--- config.mk ---
export PLATFORM = sky130hd
export DESIGN_NAME = rate_monotonic_edf_scheduler_unit
export DESIGN_NICKNAME = d
export VERILOG_FILES = /design/src/sv/rmes_pkg.sv /design/src/sv/rmes_ram.sv /design/src/sv/rmes_eval.sv /design/src/sv/rate_monotonic_edf_scheduler_unit.sv
export SDC_FILE = /design/constraint.sdc
export NUM_CORES = 2
export LEC_CHECK = 0
export BUFFER_PORTS_ARGS = -buffer_cell sky130_fd_sc_hd__buf_2
export CAP_MARGIN = 20
export CORE_MARGIN = 10
export CORE_UTILIZATION = 60
export DETAILED_ROUTE_END_ITERATION = 16
export PLACE_DENSITY = 0.76
export SLEW_MARGIN = 0
export SYNTH_ARGS = -nofsm -noshare
export SYNTH_HDL_FRONTEND = slang
export SYNTH_SLANG_ARGS = --single-unit
--- constraint.sdc ---
create_clock -name clock -period 15.05 [get_ports clock]
set_input_delay 2.2575 -clock clock [delete_from_list [all_inputs] [get_ports clock]]
set_output_delay 2.2575 -clock clock [all_outputs]
set_load 0.02 [all_outputs]
--- src/sv/rmes_pkg.sv ---
`timescale 1ns / 1ps
// Package for the rate monotonic / EDF scheduler: sizes, commands, register indexes,
// the task parameter and job state words kept in memory, and saturating add.
// No dependencies.
package rmes_pkg;

   localparam int MAX_TASKS = 16;
   localparam int TASK_W    = (MAX_TASKS > 1) ? $clog2(MAX_TASKS) : 1;
   localparam int CNT_W     = $clog2(MAX_TASKS + 1);

   typedef enum logic [1:0] {
      CMD_LOAD    = 2'd0,
      CMD_TICK    = 2'd1,
      CMD_RESTART = 2'd2
   } cmd_type;

   typedef enum logic {
      CSR_POLICY = 1'b0,
      CSR_TASKS  = 1'b1
   } csr_type;

   typedef enum logic [1:0] {
      ST_IDLE,
      ST_SCAN,
      ST_FINISH,
      ST_DONE
   } state_type;

   typedef struct packed {
      logic [15:0] len;
      logic [15:0] per;
   } param_type;

   typedef struct packed {
      logic [15:0] rem;
      logic [31:0] nxt;
      logic [31:0] dl;
   } job_type;

   typedef struct packed {
      logic        rel;
      logic        cand;
      logic [31:0] key;
      job_type     job;
   } eval_type;

   function automatic logic [31:0] sat_add32(input logic [31:0] a, input logic [31:0] b);
      logic [32:0] s;
      s = {1'b0, a} + {1'b0, b};
      return s[32] ? 32'hFFFF_FFFF : s[31:0];
   endfunction

endpackage

--- src/sv/rmes_ram.sv ---
`timescale 1ns / 1ps
// Generic single-clock RAM: one write port, one read port, registered read data.
// No dependencies.
module rmes_ram #(
   parameter int WIDTH = 32,
   parameter int DEPTH = 16
) (
   input  logic                                      clock,
   input  logic                                      wr_en,
   input  logic [((DEPTH > 1) ? $clog2(DEPTH) : 1)-1:0] wr_addr,
   input  logic [WIDTH-1:0]                          wr_data,
   input  logic                                      rd_en,
   input  logic [((DEPTH > 1) ? $clog2(DEPTH) : 1)-1:0] rd_addr,
   output logic [WIDTH-1:0]                          rd_data
);

   logic [WIDTH-1:0] mem [DEPTH];

   always_ff @(posedge clock) begin
      if (wr_en) begin
         mem[wr_addr] <= wr_data;
      end
      if (rd_en) begin
         rd_data <= mem[rd_addr];
      end
   end

endmodule

--- src/sv/rmes_eval.sv ---
`timescale 1ns / 1ps
// Per-slot evaluation during a tick scan: job release, EDF deadline, selection key.
// Depends on rmes_pkg.
module rmes_eval (
   input  logic                policy,
   input  logic [31:0]         now,
   input  rmes_pkg::param_type prm,
   input  rmes_pkg::job_type   job,
   output rmes_pkg::eval_type  ev
);
   import rmes_pkg::*;

   always_comb begin
      ev.rel = (now >= job.nxt) && (job.rem == 16'd0);
      ev.job = job;
      if (ev.rel) begin
         ev.job.rem = prm.len;
         if (policy) begin
            ev.job.dl = sat_add32(now, {16'd0, prm.per});
         end
      end
      ev.cand = (ev.job.rem != 16'd0);
      ev.key  = policy ? ev.job.dl : {16'd0, prm.per};
   end

endmodule

--- src/sv/rate_monotonic_edf_scheduler_unit.sv ---
`timescale 1ns / 1ps
// Top level of the rate monotonic / EDF scheduler: control, job state memories, output word.
// Depends on rmes_pkg, rmes_ram and rmes_eval.
//
//   channel | direction | handshake            | payload
//   req     | in        | req_valid/req_stall  | command, task_index, exec_time, task_period
//   rsp     | out       | rsp_valid/rsp_stall  | tick_time, task_ran, running_task, job_finished
//   csr     | in        | csr_wr_en            | csr_index, csr_wr_data
//
// A tick scans n slots, n being the clamped task count: one memory read per slot through
// the shared read address, then the wait for read data, closing the scan, updating the chosen
// job, loading the output word (held off while a stalled word is pending) and the return
// to idle. Load, restart and unknown commands go from idle straight to loading the output
// word. Reset clears time, registers and all job state at once. A stalled output word
// holds while the next word is accepted.
module rate_monotonic_edf_scheduler_unit (
   input  logic        clock,
   input  logic        reset,
   input  logic        req_valid,
   output logic        req_stall,
   input  logic [1:0]  req_command,
   input  logic [3:0]  req_task_index,
   input  logic [15:0] req_exec_time,
   input  logic [15:0] req_task_period,
   output logic        rsp_valid,
   input  logic        rsp_stall,
   output logic [31:0] rsp_tick_time,
   output logic        rsp_task_ran,
   output logic [3:0]  rsp_running_task,
   output logic        rsp_job_finished,
   input  logic        csr_wr_en,
   input  logic        csr_index,
   input  logic [4:0]  csr_wr_data
);
   import rmes_pkg::*;

   state_type             state_ff, state_in;
   logic                  policy_ff, policy_in;
   logic [4:0]            tasks_ff, tasks_in;
   logic [31:0]           time_ff, time_in;
   logic [MAX_TASKS-1:0]  vld_ff, vld_in;
   logic [CNT_W-1:0]      n_ff, n_in;
   logic [CNT_W-1:0]      rd_idx_ff, rd_idx_in;
   logic                  dv_ff, dv_in;
   logic [TASK_W-1:0]     dv_idx_ff, dv_idx_in;
   logic                  sel_found_ff, sel_found_in;
   logic [TASK_W-1:0]     sel_idx_ff, sel_idx_in;
   logic [31:0]           sel_key_ff, sel_key_in;
   logic [15:0]           sel_per_ff, sel_per_in;
   job_type               sel_job_ff, sel_job_in;
   logic [31:0]           res_time_ff, res_time_in;
   logic                  res_ran_ff, res_ran_in;
   logic [3:0]            res_task_ff, res_task_in;
   logic                  res_fin_ff, res_fin_in;
   logic                  rsp_valid_ff, rsp_valid_in;
   logic [31:0]           rsp_time_ff, rsp_time_in;
   logic                  rsp_ran_ff, rsp_ran_in;
   logic [3:0]            rsp_task_ff, rsp_task_in;
   logic                  rsp_fin_ff, rsp_fin_in;

   logic                  prm_we;
   logic [TASK_W-1:0]     prm_wa;
   param_type             prm_wd;
   param_type             prm_rd;
   logic                  job_we;
   logic [TASK_W-1:0]     job_wa;
   job_type               job_wd;
   job_type               job_rd;
   job_type               job_q;
   logic                  rd_en;
   logic [TASK_W-1:0]     rd_addr;
   eval_type              ev;
   job_type               fin_job;

   rmes_ram #(.WIDTH($bits(param_type)), .DEPTH(MAX_TASKS)) u_prm_ram (
      .clock   (clock),
      .wr_en   (prm_we),
      .wr_addr (prm_wa),
      .wr_data (prm_wd),
      .rd_en   (rd_en),
      .rd_addr (rd_addr),
      .rd_data (prm_rd)
   );

   rmes_ram #(.WIDTH($bits(job_type)), .DEPTH(MAX_TASKS)) u_job_ram (
      .clock   (clock),
      .wr_en   (job_we),
      .wr_addr (job_wa),
      .wr_data (job_wd),
      .rd_en   (rd_en),
      .rd_addr (rd_addr),
      .rd_data (job_rd)
   );

   // job state never written since load or restart reads as zero
   assign job_q = vld_ff[dv_idx_ff] ? job_rd : '0;

   rmes_eval u_eval (
      .policy (policy_ff),
      .now    (time_ff),
      .prm    (prm_rd),
      .job    (job_q),
      .ev     (ev)
   );

   assign req_stall        = (state_ff != ST_IDLE);
   assign rsp_valid        = rsp_valid_ff;
   assign rsp_tick_time    = rsp_time_ff;
   assign rsp_task_ran     = rsp_ran_ff;
   assign rsp_running_task = rsp_task_ff;
   assign rsp_job_finished = rsp_fin_ff;

   always_comb begin
      state_in     = state_ff;
      policy_in    = policy_ff;
      tasks_in     = tasks_ff;
      time_in      = time_ff;
      vld_in       = vld_ff;
      n_in         = n_ff;
      rd_idx_in    = rd_idx_ff;
      dv_in        = 1'b0;
      dv_idx_in    = dv_idx_ff;
      sel_found_in = sel_found_ff;
      sel_idx_in   = sel_idx_ff;
      sel_key_in   = sel_key_ff;
      sel_per_in   = sel_per_ff;
      sel_job_in   = sel_job_ff;
      res_time_in  = res_time_ff;
      res_ran_in   = res_ran_ff;
      res_task_in  = res_task_ff;
      res_fin_in   = res_fin_ff;
      rsp_valid_in = rsp_valid_ff && rsp_stall;
      rsp_time_in  = rsp_time_ff;
      rsp_ran_in   = rsp_ran_ff;
      rsp_task_in  = rsp_task_ff;
      rsp_fin_in   = rsp_fin_ff;
      prm_we       = 1'b0;
      prm_wa       = TASK_W'(req_task_index);
      prm_wd       = '{len: req_exec_time, per: req_task_period};
      job_we       = 1'b0;
      job_wa       = dv_idx_ff;
      job_wd       = ev.job;
      rd_en        = 1'b0;
      rd_addr      = rd_idx_ff[TASK_W-1:0];
      fin_job      = sel_job_ff;

      if (csr_wr_en) begin
         unique case (csr_type'(csr_index))
            CSR_POLICY: policy_in = csr_wr_data[0];
            CSR_TASKS:  tasks_in  = csr_wr_data;
            default:    ;
         endcase
      end

      unique case (state_ff)
         ST_IDLE: begin
            if (req_valid) begin
               res_time_in = '0;
               res_ran_in  = 1'b0;
               res_task_in = '0;
               res_fin_in  = 1'b0;
               state_in    = ST_DONE;
               unique case (cmd_type'(req_command))
                  CMD_LOAD: begin
                     if (32'(req_task_index) < 32'(MAX_TASKS)) begin
                        prm_we         = 1'b1;
                        vld_in[prm_wa] = 1'b0;
                     end
                  end
                  CMD_TICK: begin
                     if (32'(tasks_ff) > 32'(MAX_TASKS)) begin
                        n_in = CNT_W'(MAX_TASKS);
                     end else begin
                        n_in = CNT_W'(tasks_ff);
                     end
                     rd_idx_in    = '0;
                     sel_found_in = 1'b0;
                     state_in     = ST_SCAN;
                  end
                  CMD_RESTART: begin
                     vld_in  = '0;
                     time_in = '0;
                  end
                  default: ;
               endcase
            end
         end
         ST_SCAN: begin
            if (rd_idx_ff != n_ff) begin
               rd_en     = 1'b1;
               dv_in     = 1'b1;
               dv_idx_in = rd_idx_ff[TASK_W-1:0];
               rd_idx_in = rd_idx_ff + CNT_W'(1);
            end
            if (dv_ff) begin
               if (ev.rel) begin
                  job_we            = 1'b1;
                  vld_in[dv_idx_ff] = 1'b1;
               end
               if (ev.cand && (!sel_found_ff || (ev.key < sel_key_ff))) begin
                  sel_found_in = 1'b1;
                  sel_idx_in   = dv_idx_ff;
                  sel_key_in   = ev.key;
                  sel_per_in   = prm_rd.per;
                  sel_job_in   = ev.job;
               end
            end
            if ((rd_idx_ff == n_ff) && !dv_ff) begin
               state_in = ST_FINISH;
            end
         end
         ST_FINISH: begin
            res_time_in = time_ff;
            res_ran_in  = 1'b0;
            res_task_in = '0;
            res_fin_in  = 1'b0;
            if (time_ff != 32'hFFFF_FFFF) begin
               time_in = time_ff + 32'd1;
            end
            if (sel_found_ff) begin
               fin_job.rem = sel_job_ff.rem - 16'd1;
               if (fin_job.rem == 16'd0) begin
                  fin_job.nxt = sat_add32(sel_job_ff.nxt, {16'd0, sel_per_ff});
                  res_fin_in  = 1'b1;
               end
               res_ran_in         = 1'b1;
               res_task_in        = 4'(sel_idx_ff);
               job_we             = 1'b1;
               job_wa             = sel_idx_ff;
               job_wd             = fin_job;
               vld_in[sel_idx_ff] = 1'b1;
            end
            state_in = ST_DONE;
         end
         ST_DONE: begin
            if (!rsp_valid_ff || !rsp_stall) begin
               rsp_valid_in = 1'b1;
               rsp_time_in  = res_time_ff;
               rsp_ran_in   = res_ran_ff;
               rsp_task_in  = res_task_ff;
               rsp_fin_in   = res_fin_ff;
               state_in     = ST_IDLE;
            end
         end
         default: state_in = ST_IDLE;
      endcase
   end

   always_ff @(posedge clock) begin
      if (reset) begin
         state_ff     <= ST_IDLE;
         policy_ff    <= 1'b0;
         tasks_ff     <= '0;
         time_ff      <= '0;
         vld_ff       <= '0;
         dv_ff        <= 1'b0;
         sel_found_ff <= 1'b0;
         rsp_valid_ff <= 1'b0;
      end else begin
         state_ff     <= state_in;
         policy_ff    <= policy_in;
         tasks_ff     <= tasks_in;
         time_ff      <= time_in;
         vld_ff       <= vld_in;
         dv_ff        <= dv_in;
         sel_found_ff <= sel_found_in;
         rsp_valid_ff <= rsp_valid_in;
      end
   end

   always_ff @(posedge clock) begin
      n_ff        <= n_in;
      rd_idx_ff   <= rd_idx_in;
      dv_idx_ff   <= dv_idx_in;
      sel_idx_ff  <= sel_idx_in;
      sel_key_ff  <= sel_key_in;
      sel_per_ff  <= sel_per_in;
      sel_job_ff  <= sel_job_in;
      res_time_ff <= res_time_in;
      res_ran_ff  <= res_ran_in;
      res_task_ff <= res_task_in;
      res_fin_ff  <= res_fin_in;
      rsp_time_ff <= rsp_time_in;
      rsp_ran_ff  <= rsp_ran_in;
      rsp_task_ff <= rsp_task_in;
      rsp_fin_ff  <= rsp_fin_in;
   end

endmodule

==> metrics <==
TritonCTS clock tree done; antenna viol nets, final 0; Rel. slew slack 24.1%; reg2reg start dv_idx_ff[2]$_DFFE_PP_; Mapped Area 87,400 um^2; Post-CTS Resized 0; worst path required time 15,490 ps; Max rail drop VDD 0.169 mV; Setup Fix Bufs, Post-CTS 0; post-synth top area cell edfxtp_1; CTS Root Cell clkbuf_16; clk buf depth 3; yosys synthesis warning count 0; Tmin final 8450 ps; drt first pass iters 5; number of port buffers 88; largest net degree at the start of global routing 101; Post-Synthesis Mean Instance Area 19.9 um^2; area delta synth->final 11.7%; first-pass GRT wire length 312,000 um; Routed WL per cell 31.5 um; number of synthesized flops with an enable pin 2,126; final net count 4,772; FFs w/ async S/R, synth 0%; clock slew at reported path FFs 60 ps; vias in the first global route 45,600; drt drc 0; post-synthesis sequential area ratio 74.4%; Pwr Density 145 nW/um^2; grt ovf 0; # clock sinks 2,185; Fin Hold WS 420 ps; Setup crit start kind flop; vias per cell 6.72; share of layout cells above drive strength 1 24.5%; overall die width 402 um; Worst Hold Class flop to flop; H-tree lvl count 4; Post-DP HPWL 115,000 um; Starting Density 60.6%; IO Pins 89; worst setup path category flop to flop; Core Rows 139; Reg2Reg Depth 25; flops & latches, synth 2,185; Routability Congestion 0.921; CTS buffer count 206; Synth cell types 76; Synth area leaders edfxtp_1 73%, mux4_2 14%, ha_1 1.5%, dfxtp_1 1.4%, nor2_1 0.74%; Routed WL 211,000 um; Setup Viol. Count Final 0; detailed-route via count 45,000; Leakage 31.7 nW; Synth Instances 4,389; worst hold stages 0; Slew Limit Fails 0; top-count cell post-synth edfxtp_1; crit-path max FO 70; all-layer global routing usage 26.0%; top-area cell type share of the netlist area 73.1%; Maximum Capacitance Violations 0; hold path endpoint rsp_tick_time[28]$_DFFE_PP_; most frequent cells after synthesis 2,126 x edfxtp_1, 560 x mux4_2, 173 x nor2_1; Die H 402 um; fmax 118 MHz; Initial DRC Count 5,479; clock latency at the later pin of the worst-skew pair 860 ps; Reg-to-Reg End sel_job_ff[73]$_DFFE_PP_; RSZ-0062 raised after global routing false; die area 161,000 um^2; Slew @ Worst Pin 1130 ps; core box area 144,000 um^2; Primary FF master, synth edfxtp_1; outcome finished, final reports clean; CP arrival 8890 ps; hold path startpoint res_time_ff[28]$_SDFFCE_PN0P_; Synth Net Count 4,543; Worst Setup End Kind flop; R2R setup slack 6600 ps; initial antenna violation count 15; final worst path period share 56.2%; Fin. Hold Viols 0; Setup TNS 0 ps; hold_buf cts 0; Layout Skew 47.2 ps
## state kept, by name, summed over array words and instances, names as in the netlist, 16 cells and up
name	cells
u_job_ram.mem	1280
u_prm_ram.mem	512
u_job_ram.rd_data	80
sel_job_ff	48
fin_job	32
res_time_ff	32
rsp_tick_time	32
sel_key_ff	32
time_ff	32
u_prm_ram.rd_data	32
sel_per_ff	16
vld_ff	16
## report_power, final
part | internal [W] | leakage [nW] | switching (W)
clock | 0.00292 | 3.27 | 0.00225
combinational | 0.000657 | 8.50 | 0.00105
sequential | 0.00711 | 19.9 | 0.000116
## per-stage QoR
stage / util (%) / setup slack, ps / std cells / cell area, um^2 / total power (W)
after floorplan: - / 2030 / 4389 / 87400 / 0.00843
after global routing: 67.7 / 6130 / 6695 / 97600 / 0.0145
after global placement: 62.8 / 7050 / 6282 / 90600 / 0.00899
after detailed placement: 62.9 / 6850 / 6290 / 90600 / 0.00903
after CTS: 67.5 / 6770 / 6671 / 97400 / 0.0142
final: 67.7 / 6600 / 6701 / 97600 / 0.0141
## how the worst max path moves through the flow
stage | startpoint | to | slack, ps | depth (start not counted)
6_report | dv_idx_ff[2]$_DFFE_PP_ | sel_job_ff[73]$_DFFE_PP_ | 6600 | 25
5_1_grt | dv_idx_ff[2]$_DFFE_PP_ | sel_job_ff[74]$_DFFE_PP_ | 6130 | 25
4_1_cts | dv_idx_ff[2]$_DFFE_PP_ | sel_job_ff[74]$_DFFE_PP_ | 6770 | 25
3_5_place_dp | dv_idx_ff[2]$_DFFE_PP_ | sel_job_ff[74]$_DFFE_PP_ | 6850 | 25
3_3_place_gp | dv_idx_ff[2]$_DFFE_PP_ | sel_job_ff[64]$_DFFE_PP_ | 7050 | 25
2_1_floorplan | dv_idx_ff[2]$_DFFE_PP_ | fin_job[0]$_DFFE_PP_ | 2030 | 28
## cells by family after synthesis
| family | Yosys count | synth area share, % |
|---|---|---|
| buffers and inverters | 307 | 1.36 |
| flip-flops | 2185 | 74.4 |
| AND/OR/NAND/NOR | 660 | 3.70 |
| AO/OA/AOI/OAI | 458 | 3.36 |
| multiplexers | 583 | 14.7 |
| XOR/XNOR | 91 | 0.912 |
| adder cells (fa/ha/maj) | 105 | 1.52 |
## cells in the final DEF, fill, tap and decap left out, drive strengths merged, types with 45 or more instances in the layout
master	n
nand2	170
inv	103
nor3	46
nor2	173
a21oi	107
mux4	560
a31oi	45
and2	48
o21ai	118
xnor2	47
buf	232
clkinv	93
dfxtp	59
edfxtp	2126
nand3	82
ha	103
clkbuf	248
## worst max-delay path, stage by stage (launching register included)
cell	delay, ps
edfxtp_1	890
mux2i_1	190
a22oi_1	250
nand2_1	150
a21oi_4	510
buf_4	450
nand2_1	130
ha_1	330
nand4_1	160
or4_1	620
nor4_2	650
o21ai_1	190
nor2_1	180
buf_4	300
o21ai_0	220
a31oi_1	260
ha_1	290
a21oi_1	130
o21ai_0	100
a211oi_1	240
nor2_1	90
o31ai_1	220
nand3_1	130
a221o_1	340
a21oi_4	120
buf_4	760
## final cells by class
type | count | area (um^2)
Antenna cell | 7 | 17.5
Clock buffer | 246 | 5350
Fill cell | 8885 | 46600
Clock inverter | 135 | 1390
Timing Repair Buffer | 234 | 1620
Inverter | 94 | 353
Sequential cell | 2185 | 65000
Tap cell | 1903 | 2380
Multi-Input combinational cell | 1897 | 21400
## per-layer routing
| layer | share of wire [%] | track usage [%] | routed length [um] |
|---|---|---|---|
| met5 | 0.044 | 0 | 92 |
| met4 | 3.2 | 8.22 | 6690 |
| met3 | 9.0 | 4.87 | 19000 |
| met2 | 49 | 42.1 | 104000 |
| met1 | 38 | 36.3 | 80900 |
Note: power is estimated with default switching activity, not from simulation.
